--- config.mk ---
export PLATFORM = sky130hd
export DESIGN_NAME = dq_ctrl
export DESIGN_NICKNAME = d
export VERILOG_FILES = /design/src/design/dq_pkg.sv /design/src/design/dq_ctrl.sv
export SDC_FILE = /design/constraint.sdc
export NUM_CORES = 1
export LEC_CHECK = 0
export BUFFER_PORTS_ARGS = -buffer_cell sky130_fd_sc_hd__buf_2
export CORE_UTILIZATION = 50
export DETAILED_ROUTE_END_ITERATION = 12
export PLACE_DENSITY = 0.83
export SYNTH_ARGS = -nofsm -noshare
export SYNTH_HDL_FRONTEND = slang
export SYNTH_SLANG_ARGS = --single-unit
--- constraint.sdc ---
create_clock -name clk -period 3.2 [get_ports clk]
set_input_delay 0.32 -clock clk [delete_from_list [all_inputs] [get_ports clk]]
set_output_delay 0.32 -clock clk [all_outputs]
set_load 0.02 [all_outputs]
--- src/design/dq_pkg.sv ---
// dq_pkg: shared types and constants of the double-ended queue.
// Used by dq_ctrl and double_ended_queue; depends on nothing.
package dq_pkg;

    localparam int DATA_W        = 32;
    localparam int STATUS_W      = 2;
    localparam int DEPTH_DEFAULT = 1024;

    typedef enum logic [2:0] {
        OP_PUSH_FRONT = 3'd0,
        OP_PUSH_BACK  = 3'd1,
        OP_POP_FRONT  = 3'd2,
        OP_POP_BACK   = 3'd3,
        OP_SIZE       = 3'd4,
        OP_EMPTY      = 3'd5,
        OP_PEEK_FRONT = 3'd6,
        OP_PEEK_BACK  = 3'd7
    } opcode_t;

    localparam logic [STATUS_W-1:0] ST_OK    = 2'd0;
    localparam logic [STATUS_W-1:0] ST_EMPTY = 2'd1;
    localparam logic [STATUS_W-1:0] ST_FULL  = 2'd2;

    localparam logic signed [DATA_W-1:0] MINUS_ONE = -32'sd1;

    // Result description handed from the control to the output pipeline.
    typedef struct packed {
        logic                     use_ram;
        logic [STATUS_W-1:0]      status;
        logic signed [DATA_W-1:0] imm;
    } rd_meta_t;

endpackage

--- src/design/dq_ctrl.sv ---
// dq_ctrl: front index and count of the ring, opcode decode, RAM addressing.
// Depends on dq_pkg.
module dq_ctrl #(
    parameter int DEPTH = dq_pkg::DEPTH_DEFAULT
) (
    input  logic                            clk,
    input  logic                            rst_n,
    input  logic                            accept,
    input  logic [2:0]                      opcode,
    input  logic signed [dq_pkg::DATA_W-1:0] value,
    output logic                            wr_en,
    output logic [$clog2(DEPTH)-1:0]        wr_addr,
    output logic [dq_pkg::DATA_W-1:0]       wr_data,
    output logic                            rd_en,
    output logic [$clog2(DEPTH)-1:0]        rd_addr,
    output logic                            has_result,
    output dq_pkg::rd_meta_t                meta
);

    localparam int IDX_W = $clog2(DEPTH);
    localparam int CNT_W = $clog2(DEPTH + 1);
    localparam int SUM_W = CNT_W + 1;
    localparam logic [IDX_W-1:0] LAST_IDX = IDX_W'(DEPTH - 1);
    localparam logic [SUM_W-1:0] DEPTH_S  = SUM_W'(DEPTH);

    logic [IDX_W-1:0] front_reg, front_next;
    logic [CNT_W-1:0] count_reg, count_next;

    logic             is_empty, is_full;
    logic [SUM_W-1:0] tail_raw, back_raw;
    logic [IDX_W-1:0] tail_idx, back_idx, front_dec, front_inc;
    dq_pkg::opcode_t  op;

    assign op       = dq_pkg::opcode_t'(opcode);
    assign is_empty = (count_reg == '0);
    assign is_full  = (count_reg == CNT_W'(DEPTH));

    // Slot after the back word, and the back word itself; both wrap once at most.
    assign tail_raw  = SUM_W'(front_reg) + SUM_W'(count_reg);
    assign back_raw  = tail_raw - SUM_W'(1);
    assign tail_idx  = (tail_raw >= DEPTH_S) ? IDX_W'(tail_raw - DEPTH_S) : IDX_W'(tail_raw);
    assign back_idx  = (back_raw >= DEPTH_S) ? IDX_W'(back_raw - DEPTH_S) : IDX_W'(back_raw);
    assign front_dec = (front_reg == '0) ? LAST_IDX : front_reg - IDX_W'(1);
    assign front_inc = (front_reg == LAST_IDX) ? '0 : front_reg + IDX_W'(1);

    always_comb
    begin
        front_next  = front_reg;
        count_next  = count_reg;
        wr_en       = 1'b0;
        wr_addr     = tail_idx;
        wr_data     = value;
        rd_en       = 1'b0;
        rd_addr     = front_reg;
        has_result  = 1'b1;
        meta.use_ram = 1'b0;
        meta.status  = dq_pkg::ST_OK;
        meta.imm     = '0;

        unique case (op)
            dq_pkg::OP_PUSH_FRONT, dq_pkg::OP_PUSH_BACK:
            begin
                if (is_full)
                begin
                    meta.status = dq_pkg::ST_FULL;
                end
                else
                begin
                    has_result = 1'b0;
                    wr_en      = accept;
                    count_next = count_reg + CNT_W'(1);
                    if (op == dq_pkg::OP_PUSH_FRONT)
                    begin
                        front_next = front_dec;
                        wr_addr    = front_dec;
                    end
                end
            end
            dq_pkg::OP_POP_FRONT, dq_pkg::OP_POP_BACK,
            dq_pkg::OP_PEEK_FRONT, dq_pkg::OP_PEEK_BACK:
            begin
                if (is_empty)
                begin
                    meta.status = dq_pkg::ST_EMPTY;
                    meta.imm    = dq_pkg::MINUS_ONE;
                end
                else
                begin
                    meta.use_ram = 1'b1;
                    rd_en        = accept;
                    if (op == dq_pkg::OP_POP_BACK || op == dq_pkg::OP_PEEK_BACK)
                    begin
                        rd_addr = back_idx;
                    end
                    if (op == dq_pkg::OP_POP_FRONT)
                    begin
                        front_next = front_inc;
                        count_next = count_reg - CNT_W'(1);
                    end
                    else if (op == dq_pkg::OP_POP_BACK)
                    begin
                        count_next = count_reg - CNT_W'(1);
                    end
                end
            end
            dq_pkg::OP_SIZE:
            begin
                meta.imm = {{(dq_pkg::DATA_W - CNT_W){1'b0}}, count_reg};
            end
            dq_pkg::OP_EMPTY:
            begin
                meta.imm = {{(dq_pkg::DATA_W - 1){1'b0}}, is_empty};
            end
            default:
            begin
                has_result = 1'b1;
            end
        endcase
    end

    always_ff @(posedge clk or negedge rst_n)
    begin
        if (!rst_n)
        begin
            front_reg <= '0;
            count_reg <= '0;
        end
        else if (accept)
        begin
            front_reg <= front_next;
            count_reg <= count_next;
        end
    end

endmodule

# ---- Word level (Yosys, flattened, before mapping)
# Index checks and enable logic that the tools add are counted.
dict set report word_totals {
  reg_bits 21
  in_bits 38
  out_inout_bits 90
  elab_cells 67
}
dict set report classes {
  addsub 8
  order_cmp 2
  n_eq_ne 14
  muxes 32
  reduce_logical 9
}
# cell count
set op_table {}
lappend op_table {{$mux 10} 14}
lappend op_table {{$pmux 32 s3} 1}
lappend op_table {{$mux 11} 4}
lappend op_table {{$mux 33} 1}
lappend op_table {{$sub 10x1->10 const B} 3}
lappend op_table {{$ge 12x11->1 const B} 2}
lappend op_table {{$pmux 11 s2} 1}
lappend op_table {{$pmux 10 s2} 1}
lappend op_table {{$add 10x11->12} 1}
lappend op_table {{$eq 3x3->1 const B} 4}
lappend op_table {{$sub 12x1->12 const B} 1}
lappend op_table {{$add 11x1->11 const B} 1}
lappend op_table {{$eq 11x11->1 const B} 1}
lappend op_table {{$logic_not 11->1} 1}
lappend op_table {{$sub 11x1->11 const B} 1}
lappend op_table {{$add 10x1->10 const B} 1}
lappend op_table {{$eq 10x10->1 const B} 1}
lappend op_table {{$logic_not 10->1} 1}
lappend op_table {{$mux 1} 8}
lappend op_table {{$ne 2x2->1 const B} 4}
lappend op_table {{$eq 3x2->1 const B} 2}
lappend op_table {{$reduce_and 6->1} 1}
lappend op_table {{$reduce_and 5->1} 1}
lappend op_table {{$pmux 2 s2} 1}
lappend op_table {{8 further kinds} 8}

# ---- Logic depth before layout (Yosys ltp)
dict set report logic_depth {
  ltp_word 7
  ltp_mapped 11
}

# ---- Least setup slack after synthesis
# OpenSTA, ideal clock, no wires.
dict set report synth_timing {
  path_type {flip-flop to output port}
  from {register count_reg[0]}
  to {output rd_addr[9]}
  arrival_ns 2.729
  required_time_ns 2.880
  setup_slack_ns 0.151
  stages_incl_launch_ff 9
  path_buffers 0
  cell_sequence {dfrtp_1 ha_1 fa_1 a21o_1 a21oi_1 xnor2_1 or3_4 o41a_1 xnor2_1}
}
dict set report synth_between {
  elab_chain_len 7
}
# element line
set synth_lines {}
lappend synth_lines {{from (decl)} dq_ctrl.sv:27} ;# logic [CNT_W-1:0] count_reg, count_next;
lappend synth_lines {{from (signal assigned)} dq_ctrl.sv:131} ;# count_reg <= count_next;
lappend synth_lines {{$add 10x11->12} dq_ctrl.sv:39} ;# assign tail_raw = SUM_W'(front_reg) + SUM_W'(count_reg);
lappend synth_lines {{$sub 12x1->12} dq_ctrl.sv:40} ;# assign back_raw = tail_raw - SUM_W'(1);
lappend synth_lines {{$sub 10x1->10 or $ge 12x11->1 (tied branches)} dq_ctrl.sv:42} ;# assign back_idx = (back_raw >= DEPTH_S) ? IDX_W'(back_raw - DEPTH_S) : IDX_W'(back_raw);
lappend synth_lines {{$mux 10} dq_ctrl.sv:42}
lappend synth_lines {{$mux 10} dq_ctrl.sv:91} ;# if (op == dq_pkg::OP_POP_BACK || op == dq_pkg::OP_PEEK_BACK)
lappend synth_lines {{$mux 10 *} dq_ctrl.sv:82} ;# if (is_empty)
lappend synth_lines {{$mux 10 *} dq_ctrl.sv:60} ;# unique case (op)
lappend synth_lines {{to (decl)} dq_ctrl.sv:15} ;# output logic [$clog2(DEPTH)-1:0] rd_addr,
# Mark *: on every way between the ends. The rest lies on a longest branch, timed or not.

# ---- Worst setup path after layout
dict set report layout_timing {
  from {register count_reg[3]}
  to {output rd_addr[9]}
}
# Same word-level chain as after synthesis.

==> flow_summary.json <==
{
  "status": "finished, violations left",
  "violations": "setup timing",
  "timing.critical_path.to_type": "primary output",
  "worst_slack_ns": -0.127,
  "clk_latency_ns": 0.27,
  "final_cell_area_um2": 3490,
  "ant_nets": 0,
  "dp_hpwl_mm": 5.85,
  "root_buffer": "clkbuf_8",
  "grt-ovfl-total": 0,
  "antenna_found_initial": 0,
  "path_cells": "ha_1 > o211ai_1 > o211ai_1 > a2111o_1 > o2111ai_2 > nand2b_1 > o41a_1 > xnor2_1 > buf_4",
  "synthCells": 405,
  "drc_errors": 0,
  "fp-row-count": 28,
  "grt_pass1_wl_mm": 12.8,
  "vias": 3073,
  "route.detailed.wl_per_inst_um": 16.6,
  "synth_top_family_by_area": "compound AO/OA/AOI/OAI gates",
  "seq_area_frac_synth": 0.170,
  "critPathBufInv": 1,
  "crit_slowest_cell": "dfrtp_1",
  "die_w_um": 80.5,
  "largest_reg_flops": 11,
  "drive_gt1_frac": 0.324,
  "synth_largest_area_cell": "dfrtp_1",
  "grt_start_max_net_pins": 29,
  "synthTopCellsByArea": "dfrtp_1, buf_4, ha_1",
  "die_h_um": 80.5,
  "synth.distinct_cells": 65,
  "startpoint_type": "flop",
  "grt.total_usage": 0.256,
  "syn2layout_area_growth_pct": 13.2,
  "final_max_slew_viol_count": 0,
  "ios": 128,
  "dieArea_um2": 6490,
  "clock_path_buffers": 2,
  "relSlewSlack": 0.222,
  "ir_worst_vdd_v": 0.00103,
  "synthFlopType": "dfrtp_1",
  "clock_skew_ns": 0.00272,
  "synth_mux_area_frac": 0.0105,
  "routed_via_density": 6.03,
  "yosys.area.top_type_share": 0.170,
  "synth-simple-area-share": 0.197,
  "h-tree-depth": 1,
  "cts_tree": "yes",
  "dpl_worst_slack_ns": 0.0879,
  "synthAdderAreaFrac": 0.0982,
  "r2r-start": "count_reg[0]$_DFFE_PN0P_",
  "first_pass_iters": 5,
  "setup_violations": 3,
  "portBuffers": 63,
  "multi_input_area_um2": 2150,
  "grt_pass1_vias": 2618,
  "power.leakage_nw": 1.69,
  "core_area_um2": 5920,
  "wirelength_mm": 8.49,
  "synth_compound_area_frac": 0.244,
  "worst_ep_arrival_time_ns": 3.01,
  "layout_common_cells": "buf_2, buf_4, nand2_1",
  "final_common_cell": "buf_2",
  "reg2reg_slack_ns": 0.29,
  "diodes": 0,
  "critPathMaxStageDelay_ns": 0.45,
  "cts.sinks": 21,
  "placed_area_um2": 3100,
  "drt_iter0_drc": 195,
  "worstSetupPathType": "flop to primary output",
  "regArea_um2": 527,
  "num-nets-final": 497,
  "critPathTopFamily": "compound AO/OA/AOI/OAI gates",
  "hold_viol": 0,
  "tightestPinTransition_ns": 1.16,
  "n_fill_cell": 514,
  "avgSynthCellArea_um2": 7.62,
  "syn_area_um2": 3080,
  "reg2reg_to": "count_reg[10]$_DFFE_PN0P_",
  "yosys_register_bits": 21,
  "p_per_area_nw_per_um2": 1330,
  "max_freq_mhz": 301,
  "hp-class": "primary input to async pin",
  "cp_common_cell": "o211ai_1",
  "yosysWarnings": 0,
  "cp_max_fo": 5,
  "async_flop_share": 1.00,
  "cap_violations": 0,
  "rsz0062_at_grt": "yes",
  "initial_core_util": 0.521,
  "synth.net_count": 466,
  "crit_required_ns": 2.88,
  "fin_crit_ns": 3.33,
  "finalWeightedCongestion": 0.952,
  "path_clk_slew_ns": 0.08,
  "worst_r2r_path_depth": 9,
  "cts_buffers": 3,
  "synth_xor_area_frac": 0.0966,
  "fin_crit_sh": 1.04,
  "synth-edff-count": 0
}
## kinds of logic (layout without fill, tap and decap cells)
group	count (synthesis)	count (layout)
compound gates	116	116
xor+xnor	34	34
fa+ha+maj	23	23
buf+inv	90	120
flops	21	21
mux	3	3
simple gates	118	118
## cell usage after synthesis, drive strengths merged (2+ instances only)
master / count
o221ai: 2
mux2: 2
clkbuf: 15
a211oi: 2
nor2: 27
o21a: 5
ha: 21
o21ai: 31
nor3: 11
nor4: 4
a22o: 2
a21o: 15
and2: 3
a31oi: 5
fa: 2
nand2: 35
or3: 6
inv: 14
xnor2: 23
or3b: 2
nand3: 9
a21oi: 27
xor2: 11
a211o: 2
o211ai: 6
nand4: 6
dfrtp: 21
buf: 60
o22ai: 3
and3: 4
o21bai: 3
nor3b: 5
## through the flow
stage	std cells	setup TNS (ns)	power [mW]	hold WS (ns)	utilization
after global routing	510	-0.480	4.96	0.0640	0.590
after detailed placement	484	0	3.54	0.334	0.524
final	510	-0.146	4.64	0.0270	0.590
after CTS	506	-0.0463	4.29	0.0420	0.573
after floorplan	405	0	2.84	0.0244	-
after global placement	484	0	3.45	0.324	0.524
## area by class of cell
cell class | instances | share of cell area
Sequential cell | 21 | 0.151
Multi-Input combinational cell | 294 | 0.615
Timing Repair Buffer | 101 | 0.177
Tap cell | 75 | 0.0269
Inverter | 15 | 0.0161
Clock buffer | 3 | 0.0118
Clock inverter | 1 | 0.00143
## worst max-delay path by stage
stage                                   from          to  slack, ns  depth (start not counted)
floorplan           count_reg[0]$_DFFE_PN0P_  rd_addr[9]       0.15                          8
global placement    front_reg[0]$_DFFE_PN0P_  rd_addr[8]       0.12                         10
detailed placement  front_reg[0]$_DFFE_PN0P_  rd_addr[8]       0.09                         10
CTS                 count_reg[0]$_DFFE_PN0P_  rd_addr[9]      -0.03                         10
global route        count_reg[3]$_DFFE_PN0P_  rd_addr[9]      -0.24                          9
finish              count_reg[3]$_DFFE_PN0P_  rd_addr[9]      -0.13                          9
## power breakdown
| group | total [mW] | internal (mW) | leakage (nW) | switching (mW) |
|---|---|---|---|---|
| Sequential | 0.601 | 0.386 | 0.258 | 0.215 |
| Clock | 0.183 | 0.0871 | 0.0255 | 0.0961 |
| Combinational | 3.86 | 1.73 | 1.40 | 2.12 |
| Total | 4.64 | 2.20 | 1.69 | 2.44 |
## layer usage
| layer | track usage | wire length [µm] | vias up |
|---|---|---|---|
| li1 | - | - | 1453 |
| met1 | 0.318 | 3480 | 1446 |
| met5 | 0 | 0 | - |
| met2 | 0.438 | 4080 | 153 |
| met3 | 0.0330 | 661 | 21 |
| met4 | 0.114 | 274 | 0 |
## worst reg2reg max path, delay by kind of cell (launching register included)
kind | cells | cell delay (ns)
AND/OR/NAND/NOR | 1 | 0.08
flip-flops | 1 | 0.42
adder cells (fa/ha/maj) | 1 | 0.46
AO/OA/AOI/OAI | 6 | 1.65
buffers and inverters | 1 | 0.17
## timing repair
item / CTS / global route
gates resized for setup: 20 / 16
buffers inserted: 18 / 4
hold buffers: 0 / 0
endpoints found under the setup margin: 3 / 12
pin swaps: 16 / 11
Power figures use the tool's default switching activity.
